===== src/design/srpq_pkg.sv =====
`default_nettype none

package srpq_pkg;

    // Ring storage geometry
    localparam int DEPTH   = 16;
    localparam int IDX_W   = $clog2(DEPTH);
    localparam int CNT_W   = $clog2(DEPTH + 1);
    localparam int PRIO_W  = 8;
    localparam int DATA_W  = 8;
    localparam int ENTRY_W = PRIO_W + DATA_W;

    // Stream word widths
    localparam int S_TDATA_W = 16;
    localparam int M_TDATA_W = 24;
    localparam int STATUS_W  = 2;

    // Operation kinds
    localparam logic KIND_INSERT = 1'b0;
    localparam logic KIND_REMOVE = 1'b1;

    // Result status codes
    localparam logic [STATUS_W-1:0] STATUS_DONE       = 2'd0;
    localparam logic [STATUS_W-1:0] STATUS_FULL       = 2'd1;
    localparam logic [STATUS_W-1:0] STATUS_EMPTY      = 2'd2;

    typedef logic [IDX_W-1:0]   t_idx;
    typedef logic [CNT_W-1:0]   t_cnt;
    typedef logic [ENTRY_W-1:0] t_entry;

endpackage

`default_nettype wire


===== src/design/sorted_ring_priority_queue.sv =====
`default_nettype none
// A remove passes through ST_RDWT; rejections and the first insert go straight to ST_DONE;
// other inserts walk ST_SHIFT, one entry compared and moved back per step, then ST_FIX if needed.
// One operation at a time: the next word is accepted in the cycle after the result loads,
// and a stalled result holds the block in ST_DONE.
// Reset (i_rst_n low, synchronous): queue empty, capacity 16, no result pending; the entry
// store is not cleared, only written slots are ever read. A capacity write empties the queue.
module sorted_ring_priority_queue (
    input  wire                              i_clk,
    input  wire                              i_rst_n,
    // Capacity register
    input  wire                              i_cfg_we,
    input  wire  [srpq_pkg::CNT_W-1:0]       i_cfg_wdata,
    // Operation stream
    input  wire                              i_s_tvalid,
    output logic                             o_s_tready,
    input  wire  [srpq_pkg::S_TDATA_W-1:0]   i_s_tdata,   // [7:0] item_prio, [15:8] item_data
    input  wire                              i_s_tuser,   // [0] kind
    // Result stream
    output logic                             o_m_tvalid,
    input  wire                              i_m_tready,
    output logic [srpq_pkg::M_TDATA_W-1:0]   o_m_tdata,   // [7:0] out_prio, [15:8] out_data,
                                                          // [20:16] entry_count, [23:21] zero
    output logic [srpq_pkg::STATUS_W-1:0]    o_m_tuser    // [1:0] status
);
    import srpq_pkg::*;

    localparam logic [2:0] ST_IDLE  = 3'd0;
    localparam logic [2:0] ST_RDWT  = 3'd1;
    localparam logic [2:0] ST_SHIFT = 3'd2;
    localparam logic [2:0] ST_FIX   = 3'd3;
    localparam logic [2:0] ST_DONE  = 3'd4;

    // Entry store, registered read
    t_entry r_mem [DEPTH];
    t_entry r_rdata;

    logic [2:0]          r_state, n_state;
    t_idx                r_head, n_head;
    t_idx                r_tail, n_tail;
    logic                r_empty, n_empty;
    t_cnt                r_cap;
    t_idx                r_i, n_i;
    logic [PRIO_W-1:0]   r_prio;
    logic [DATA_W-1:0]   r_data;
    logic [STATUS_W-1:0] r_status, n_status;
    logic [PRIO_W-1:0]   r_res_prio, n_res_prio;
    logic [DATA_W-1:0]   r_res_data, n_res_data;

    logic                r_out_valid;
    logic [PRIO_W-1:0]   r_out_prio;
    logic [DATA_W-1:0]   r_out_data;
    t_cnt                r_out_count;
    logic [STATUS_W-1:0] r_out_status;

    logic   mem_we;
    t_idx   mem_waddr;
    t_entry mem_wdata;
    t_idx   mem_raddr;

    logic   accept;
    logic   out_free;
    t_cnt   count;
    t_cnt   cap_eff;
    t_idx   tail_next;
    t_idx   i_next;
    t_idx   i_prev;
    t_entry item;

    // Clamp the capacity to 1..DEPTH
    always_comb begin
        if (r_cap == '0) begin
            cap_eff = t_cnt'(1);
        end else if (r_cap > t_cnt'(DEPTH)) begin
            cap_eff = t_cnt'(DEPTH);
        end else begin
            cap_eff = r_cap;
        end
    end

    // Entries held, from head, tail and the empty flag
    always_comb begin
        if (r_empty) begin
            count = '0;
        end else if (r_tail >= r_head) begin
            count = t_cnt'({1'b0, r_tail} - {1'b0, r_head} + t_cnt'(1));
        end else begin
            count = t_cnt'({1'b0, r_tail} + cap_eff - {1'b0, r_head} + t_cnt'(1));
        end
    end

    // Ring neighbors
    assign tail_next = (t_cnt'({1'b0, r_tail} + t_cnt'(1)) >= cap_eff) ? '0 : r_tail + t_idx'(1);
    assign i_next    = (t_cnt'({1'b0, r_i} + t_cnt'(1)) >= cap_eff) ? '0 : r_i + t_idx'(1);
    assign i_prev    = (r_i == '0) ? t_idx'(cap_eff - t_cnt'(1)) : r_i - t_idx'(1);

    assign item       = {r_prio, r_data};
    assign o_s_tready = (r_state == ST_IDLE);
    assign accept     = i_s_tvalid && o_s_tready;
    assign out_free   = !r_out_valid || i_m_tready;

    // Sequencer: one compare-and-move of the entry store per cycle
    always_comb begin
        n_state    = r_state;
        n_head     = r_head;
        n_tail     = r_tail;
        n_empty    = r_empty;
        n_i        = r_i;
        n_status   = r_status;
        n_res_prio = r_res_prio;
        n_res_data = r_res_data;
        mem_we     = 1'b0;
        mem_waddr  = '0;
        mem_wdata  = {i_s_tdata[7:0], i_s_tdata[15:8]};
        mem_raddr  = r_i;
        case (r_state)
            ST_IDLE: begin
                mem_raddr = (i_s_tuser == KIND_REMOVE) ? r_head : r_tail;
                if (accept) begin
                    n_status   = STATUS_DONE;
                    n_res_prio = '0;
                    n_res_data = '0;
                    if (i_s_tuser == KIND_INSERT) begin
                        if (r_empty) begin
                            // First entry goes to slot zero
                            mem_we    = 1'b1;
                            mem_waddr = '0;
                            n_head    = '0;
                            n_tail    = '0;
                            n_empty   = 1'b0;
                            n_state   = ST_DONE;
                        end else if (count >= cap_eff) begin
                            n_status = STATUS_FULL;
                            n_state  = ST_DONE;
                        end else begin
                            // Open a slot at the tail and walk back from the old tail
                            n_tail  = tail_next;
                            n_i     = r_tail;
                            n_state = ST_SHIFT;
                        end
                    end else begin
                        if (r_empty) begin
                            n_status = STATUS_EMPTY;
                            n_state  = ST_DONE;
                        end else begin
                            n_state = ST_RDWT;
                        end
                    end
                end
            end
            ST_RDWT: begin
                // Head entry is out of the store; advance or drain
                n_res_prio = r_rdata[ENTRY_W-1:DATA_W];
                n_res_data = r_rdata[DATA_W-1:0];
                if (r_head == r_tail) begin
                    n_head  = '0;
                    n_tail  = '0;
                    n_empty = 1'b1;
                end else begin
                    n_head = (t_cnt'({1'b0, r_head} + t_cnt'(1)) >= cap_eff) ? '0
                                                                          : r_head + t_idx'(1);
                end
                n_state = ST_DONE;
            end
            ST_SHIFT: begin
                mem_we    = 1'b1;
                mem_waddr = i_next;
                mem_raddr = i_prev;
                if (r_rdata[ENTRY_W-1:DATA_W] <= r_prio) begin
                    mem_wdata = item;
                    n_state   = ST_DONE;
                end else begin
                    mem_wdata = r_rdata;
                    if (r_i == r_head) begin
                        n_state = ST_FIX;
                    end else begin
                        n_i = i_prev;
                    end
                end
            end
            ST_FIX: begin
                // New entry becomes the head
                mem_we    = 1'b1;
                mem_waddr = r_head;
                mem_wdata = item;
                n_state   = ST_DONE;
            end
            ST_DONE: begin
                if (out_free) begin
                    n_state = ST_IDLE;
                end
            end
            default: begin
                n_state = ST_IDLE;
            end
        endcase
    end

    // Store write and registered read
    always_ff @(posedge i_clk) begin
        if (mem_we) begin
            r_mem[mem_waddr] <= mem_wdata;
        end
        r_rdata <= r_mem[mem_raddr];
    end

    // Control state
    always_ff @(posedge i_clk) begin
        if (!i_rst_n) begin
            r_state <= ST_IDLE;
            r_head  <= '0;
            r_tail  <= '0;
            r_empty <= 1'b1;
            r_cap   <= t_cnt'(DEPTH);
        end else if (i_cfg_we) begin
            r_state <= n_state;
            r_head  <= '0;
            r_tail  <= '0;
            r_empty <= 1'b1;
            r_cap   <= i_cfg_wdata;
        end else begin
            r_state <= n_state;
            r_head  <= n_head;
            r_tail  <= n_tail;
            r_empty <= n_empty;
        end
    end

    // Operation payload and working registers
    always_ff @(posedge i_clk) begin
        if (accept) begin
            r_prio <= i_s_tdata[7:0];
            r_data <= i_s_tdata[15:8];
        end
        r_i        <= n_i;
        r_status   <= n_status;
        r_res_prio <= n_res_prio;
        r_res_data <= n_res_data;
    end

    // Result register: load when done, drop when taken
    always_ff @(posedge i_clk) begin
        if (!i_rst_n) begin
            r_out_valid <= 1'b0;
        end else if (r_state == ST_DONE && out_free) begin
            r_out_valid <= 1'b1;
        end else if (i_m_tready) begin
            r_out_valid <= 1'b0;
        end
    end

    always_ff @(posedge i_clk) begin
        if (r_state == ST_DONE && out_free) begin
            r_out_prio   <= r_res_prio;
            r_out_data   <= r_res_data;
            r_out_count  <= count;
            r_out_status <= r_status;
        end
    end

    assign o_m_tvalid = r_out_valid;
    assign o_m_tdata  = {(M_TDATA_W - CNT_W - DATA_W - PRIO_W)'(0),
                         r_out_count, r_out_data, r_out_prio};
    assign o_m_tuser  = r_out_status;

endmodule

`default_nettype wire


===== config.mk =====
export PLATFORM = sky130hd
export DESIGN_NAME = sorted_ring_priority_queue
export DESIGN_NICKNAME = d
export VERILOG_FILES = /design/src/design/srpq_pkg.sv /design/src/design/sorted_ring_priority_queue.sv
export SDC_FILE = /design/constraint.sdc
export NUM_CORES = 1
export LEC_CHECK = 0
export BUFFER_PORTS_ARGS = -buffer_cell sky130_fd_sc_hd__buf_4
export CAP_MARGIN = 30
export CORE_ASPECT_RATIO = 0.6
export CORE_MARGIN = 5
export CORE_UTILIZATION = 45
export CTS_BUF_LIST = sky130_fd_sc_hd__clkbuf_4 sky130_fd_sc_hd__clkbuf_8 sky130_fd_sc_hd__clkbuf_16
export DETAILED_ROUTE_END_ITERATION = 12
export MAX_ROUTING_LAYER = met4
export PLACE_DENSITY = 0.68
export SKIP_LAST_GASP = 1
export SYNTH_ARGS = -nofsm -noshare
export SYNTH_HDL_FRONTEND = slang
export SYNTH_SLANG_ARGS = --single-unit

===== constraint.sdc =====
create_clock -name i_clk -period 10 [get_ports i_clk]
set_input_delay 0.5 -clock i_clk [delete_from_list [all_inputs] [get_ports i_clk]]
set_output_delay 0.5 -clock i_clk [all_outputs]
set_load 0.005 [all_outputs]

; Yosys cells after proc, flatten, opt, wreduce, memory -nomap -nowiden
; Memory sizes are Yosys's and may differ from the RTL's. A register that Yosys moved wholly into a read port is not among the register bits.
; Cells that the tools add are included.
[word_totals]
rom_bits = 0
input_bits = 27
mem_count = 1
regBits = 79
ram_bits = 256
latchBits = 0
wordCells = 134
output_inout_bits = 28
[op_classes]
n_div = 0
mux = 59
n_mul = 0
reduce_logical = 20
addsub = 13
eq_ne = 17
shifts = 0
bitwise = 1
n_lt_le_gt_ge = 7
[memory_table]
columns = name, words, word_bits, read_ports, rd_ports_with_merged_regs, wr, line_no
row1 = r_mem, 16, 16, 1, 1, 1, sorted_ring_priority_queue.sv:35  ; t_entry r_mem [DEPTH];
[op_table]
columns = operator, count
row1 = $mux W4, 20
row2 = $pmux W4 S2, 5
row3 = $pmux W16 S2, 1
row4 = $pmux W8 S2, 2
row5 = $mux W3, 8
row6 = $ge A5 B5 Y1, 4
row7 = $mux W5, 4
row8 = $mux W16, 1
row9 = $add A4 B1 Y5 const B, 3
row10 = $ne A2 B2 Y1 const B, 7
row11 = $add A4 B1 Y4 const B, 3
row12 = $mux W1, 12
row13 = $pmux W3 S4, 1
row14 = $add A5 B1 Y5 const B, 2
row15 = $eq A4 B4 Y1, 2
row16 = $le A8 B8 Y1, 1
row17 = $mux W8, 1
row18 = $reduce_and A4 Y1, 2
row19 = $sub A4 B1 Y4 const B, 2
row20 = $reduce_and A7 Y1, 1
row21 = $eq A3 B2 Y1 const B, 2
row22 = $ne A3 B3 Y1 const B, 2
row23 = $reduce_bool A2 Y1, 3
row24 = $reduce_or A2 Y1, 3
row25 = other kinds (20), 25

; Depth between registers and ports, before layout
[depth]
word_depth = 14
mapped_depth = 17
depth_no_buf = 17

; Worst setup path after synthesis
; OpenSTA, ideal clock, no wires.
[synth_path]
kind = reg2reg
from = register r_cap[4]
to = register r_tail[2]
slack_ns = 6.199
t_required_ns = 9.943
path_buffers = 0
setup_ns = 0.057
period_less_slack_ns = 3.801
stages_incl_launch_ff = 18
arrival_ns = 3.744
path_cell_list = dfxtp_1 or4_1 nand2_1 fa_1 inv_1 fa_1 inv_1 a21o_1 a21oi_1 xnor2_1 nor2_1 a211oi_1 ha_1 a21oi_1 o21ai_0 a2111oi_2 o21ai_0 a21bo_2
[synth_via]
elab_chain_cells = 11
word_cells_on_any_way = 19
classes_between = 3 x add/sub / 3 x order compare / 1 x eq/ne / 10 x mux / 2 x reduce/logical
[synth_lines]
columns = element, line_no
row1 = start: declaration, sorted_ring_priority_queue.sv:42  ; t_cnt r_cap;
row2 = start signal: assignment, sorted_ring_priority_queue.sv:214  ; r_cap <= t_cnt'(DEPTH);
row3 = start signal: assignment, sorted_ring_priority_queue.sv:220  ; r_cap <= i_cfg_wdata;
row4 = $gt A5 B5 Y1, sorted_ring_priority_queue.sv:74  ; end else if (r_cap > t_cnt'(DEPTH)) begin
row5 = $mux W5, sorted_ring_priority_queue.sv:74
row6 = $mux W5 *, sorted_ring_priority_queue.sv:72  ; if (r_cap == '0) begin
row7 = $add A4 B5 Y5 *, sorted_ring_priority_queue.sv:88  ; count = t_cnt'({1'b0, r_tail} + cap_eff - {1'b0, r_head} + t_cnt'(1));
row8 = $sub A5 B4 Y5 *, sorted_ring_priority_queue.sv:88
row9 = $add A5 B1 Y5 *, sorted_ring_priority_queue.sv:88
row10 = $mux W5 *, sorted_ring_priority_queue.sv:85  ; end else if (r_tail >= r_head) begin
row11 = $mux W5 *, sorted_ring_priority_queue.sv:83  ; if (r_empty) begin
row12 = via count[4], sorted_ring_priority_queue.sv:63  ; t_cnt count;
row13 = $ge A5 B5 Y1 *, sorted_ring_priority_queue.sv:132  ; end else if (count >= cap_eff) begin
row14 = $ne A3 B3 Y1 (no line) *, n/a
row15 = $reduce_and A5 Y1 (no line) *, n/a
row16 = end signal: assignment, sorted_ring_priority_queue.sv:224  ; r_tail <= n_tail;
row17 = end: declaration, sorted_ring_priority_queue.sv:40  ; t_idx r_tail, n_tail;
; Mark *: on every way through the listed nets, which the timed path passes. The rest lies on a longest branch. The select of a mux whose other input is x is not followed.
; A chain may end at the register's enable or synchronous reset.

; Worst setup path in the final report
; Ends and elaborated chain as after synthesis.

==> summary.md <==
| Metric | Value |
|---|---|
| Main flop type after synthesis | edfxtp_1 |
| Max-slew headroom | 0.392 |
| Commonest non-fill, non-tap cell in the layout | edfxtp_1 |
| Tcrit/Tclk final | 0.458 |
| Layout cell share with drive strength beyond 1 | 0.164 |
| Antenna-violating nets left | 0 |
| Mean post-synth cell area | ~14 um^2 |
| Max Root-Sink Buffers | 3 |
| VDD IR max | approximately 150 uV |
| CP Launch Type | register |
| Cells after Synth | 1,059 |
| Critical Path RT | around 11 ns |
| F_max | ~220 MHz |
| Largest net degree at the start of global routing | 69 |
| 1st-iter DRT viols | approximately 940 |
| Max-Cap Viols | 0 |
| Setup violators final | 0 |
| Die W | around 250 um |
| Yosys reg bits | about 350 |
| Gr ovfl total | 0 |
| Drt wl/cell | ~22 um |
| Post-synthesis adder-cell area fraction | 0.0450 |
| Final Hold Viols | 0 |
| FP Rows | 52 |
| Vias in the first global route | ~9,000 |
| Die Ht | 152 um |
| Final min period | between 4 and 5 ns |
| Drt pass-1 iters | 5 |
| Die area | 37,600 um^2 |
| Pwr Total | a little over 3 mW |
| Worst skew pair latency | 0.58 ns |
| Post-CTS Setup Bufs | 0 |
| CP Data Arrival Time | between 5 and 6 ns |
| Nets | approximately 1,200 |
| Synth Area in Compound Gates | 0.113 |
| Share of the yosys chip area belonging to registers | 0.672 |
| Antenna diodes | 0 |
| GRT Util Overall | 0.196 |
| Netlist Area Pre-Place | roughly 15,000 um^2 |
| Initial Util | 0.453 |
| Largest family of logic cells by synthesized area | compound AO/OA/AOI/OAI gates |
| CTS buffer count | 30 |
| DP Wirelength | ~23,000 um |
| Post-Route Utilization | 0.515 |
| Clock slew at reported path FFs | 0.07 ns |
| Worst hold path type | input pin to register |
| Asr flop ratio synth | 0 |
| Mux share of post-synthesis cell area | 0.0505 |
| Cts repair resizes | 0 |
| Leakage | approximately 6.3 nW |
| Post-Synth Simple-Gate Area | 0.0757 |
| Fin Setup TNS | 0 ns |
| CTS Hold Buffers Added | 0 |
| Initial antenna violation count | 0 |
| RSZ-0062 raised after global routing | no |
| First-pass GRT wire length | 55,100 um |
| CP max FO | 6 |
| Drt drc | 0 |
| Commonest non-fill, non-tap cells in the layout | edfxtp_1 (317), buf_4 (92), nand2_1 (86) |
| IO Port Bufs | around 50 |
| Slew @ Worst Pin | 0.912 ns |
| Routability cong. | roughly 0.9 |
| Max-slew violation count | 0 |
| Yosys cell types | 66 |
| Via count | 9,107 |
| Post-synthesis xor/xnor area fraction | 0.00981 |
| Vias/cell | about 5.6 |
| Pwr Density | between 150 and 200 nW/um^2 |
| CTS tree | built |
| CORE AREA | between 30,000 and 40,000 um^2 |
| CTS H-tree depth | 1 |
| Sink Count | approximately 350 |
| Status | completed |
| Clock skew | between 0.02 and 0.025 ns |
| Crit. End Element | register |
| # IOs | 55 |
| Root Driver | clkbuf_16 |
| Area Growth Syn to Fin | 13.7% |
| Synth Warn # | 0 |
| Crit Path Class | register to register |
| Post-synth EDFFs | around 320 |
| Detailed-route wire length | approximately 36,000 um |
-- per-layer routing --
metal / routed length, um / GRT usage / up-vias
met1: 17200 / 0.306 / 4494
li1: - / - / 4197
met2: 15000 / 0.259 / 379
met4: 469 / 0.0316 / 0
met5: 0 / - / -
met3: 3580 / 0.0535 / 37
-- state kept, by name, indices dropped and copies added, names as in the netlist, 3 cells and up --
register     flops
r_mem          256
r_i              4
r_cap            5
r_data           8
r_out_data       8
r_res_prio       8
r_tail           4
r_out_prio       8
r_rdata         16
r_head           4
r_res_data       8
r_prio           8
r_state          3
r_out_count      5
-- kinds of logic (layout without fill, tap and decap cells) --
logic type / after synthesis / count (layout)
DFF: 351 / 351
AOI/OAI and AO/OA: 227 / 227
other: 1 / 3
adders and majority gates: 51 / 51
and+or+nand+nor: 230 / 230
buffers and inverters: 106 / 199
xor gates and xnor gates: 17 / 17
muxes: 76 / 76
-- layout make-up --
cell class / count / area (um^2)
repair buffers: 97 / 803
well taps: 459 / 574
inverters: 46 / 173
multi-input cells: 604 / 4550
flip-flops and latches: 351 / 10200
fillers: 2758 / 16200
clock inverters: 11 / 71.3
clock buffers: 45 / 888
-- stage by stage --
stage	hold WS, ns	cells	worst slack [ns]	cell area [um^2]
2_1_floorplan	0.400	1061	6.20	15200
3_3_place_gp	0.401	1551	5.66	16200
3_5_place_dp	0.405	1556	5.43	16300
4_1_cts	0.0877	1612	5.42	17300
5_1_grt	0.0847	1613	5.01	17300
6_report	0.108	1613	5.42	17300
-- power by group --
part	internal (mW)	switching [mW]
clock	0.618	0.523
combinational	0.116	0.178
sequential	1.64	0.0338
total	2.38	0.736
-- worst max-delay path: stages (launching register included) --
cell and delay [ns]:
dfxtp_1 0.36, or4_1 0.61, nand2_1 0.26, fa_1 0.26, inv_1 0.07, fa_1 0.42
inv_1 0.07, a21o_1 0.11, a21oi_1 0.07, xnor2_1 0.22, nor2_1 0.07, a211oi_1 0.37
ha_1 0.32, a21oi_1 0.12, o21ai_0 0.27, a2111oi_2 0.53, o21ai_0 0.19, a21bo_2 0.22
-- final timing paths --
check / slack, ns / startpoint / cells after the start / end
max: 5.42 / r_cap[4]$_SDFFE_PN1P_ / 17 / r_tail[2]$_SDFFE_PP0P_
min: 0.11 / i_s_tdata[13] / 1 / r_data[5]$_DFFE_PP_
max reg2reg: 5.42 / r_cap[4]$_SDFFE_PN1P_ / 17 / r_tail[2]$_SDFFE_PP0P_
min reg2reg: 0.42 / r_res_prio[2]$_SDFFCE_PN0P_ / 0 / r_out_prio[2]$_DFFE_PP_
-- synthesized netlist by cell type, types with 14 or more instances --
cell | instances | area share
nor2b_1 | 16 | 0.0066
a311oi_1 | 32 | 0.018
o32a_1 | 16 | 0.011
clkbuf_1 | 34 | 0.0084
inv_1 | 45 | 0.011
ha_1 | 45 | 0.037
and2_0 | 31 | 0.013
nor2_1 | 40 | 0.0099
dfxtp_1 | 34 | 0.045
edfxtp_1 | 317 | 0.63
a21oi_1 | 14 | 0.0046
a22oi_1 | 18 | 0.0089
and2_1 | 19 | 0.0078
nand2_1 | 86 | 0.021
o221ai_1 | 17 | 0.0098
o21ai_0 | 32 | 0.011
o22ai_1 | 17 | 0.0070
mux2i_1 | 71 | 0.047
a211oi_1 | 37 | 0.018
Note: power is estimated with default switching activity, not from simulation.
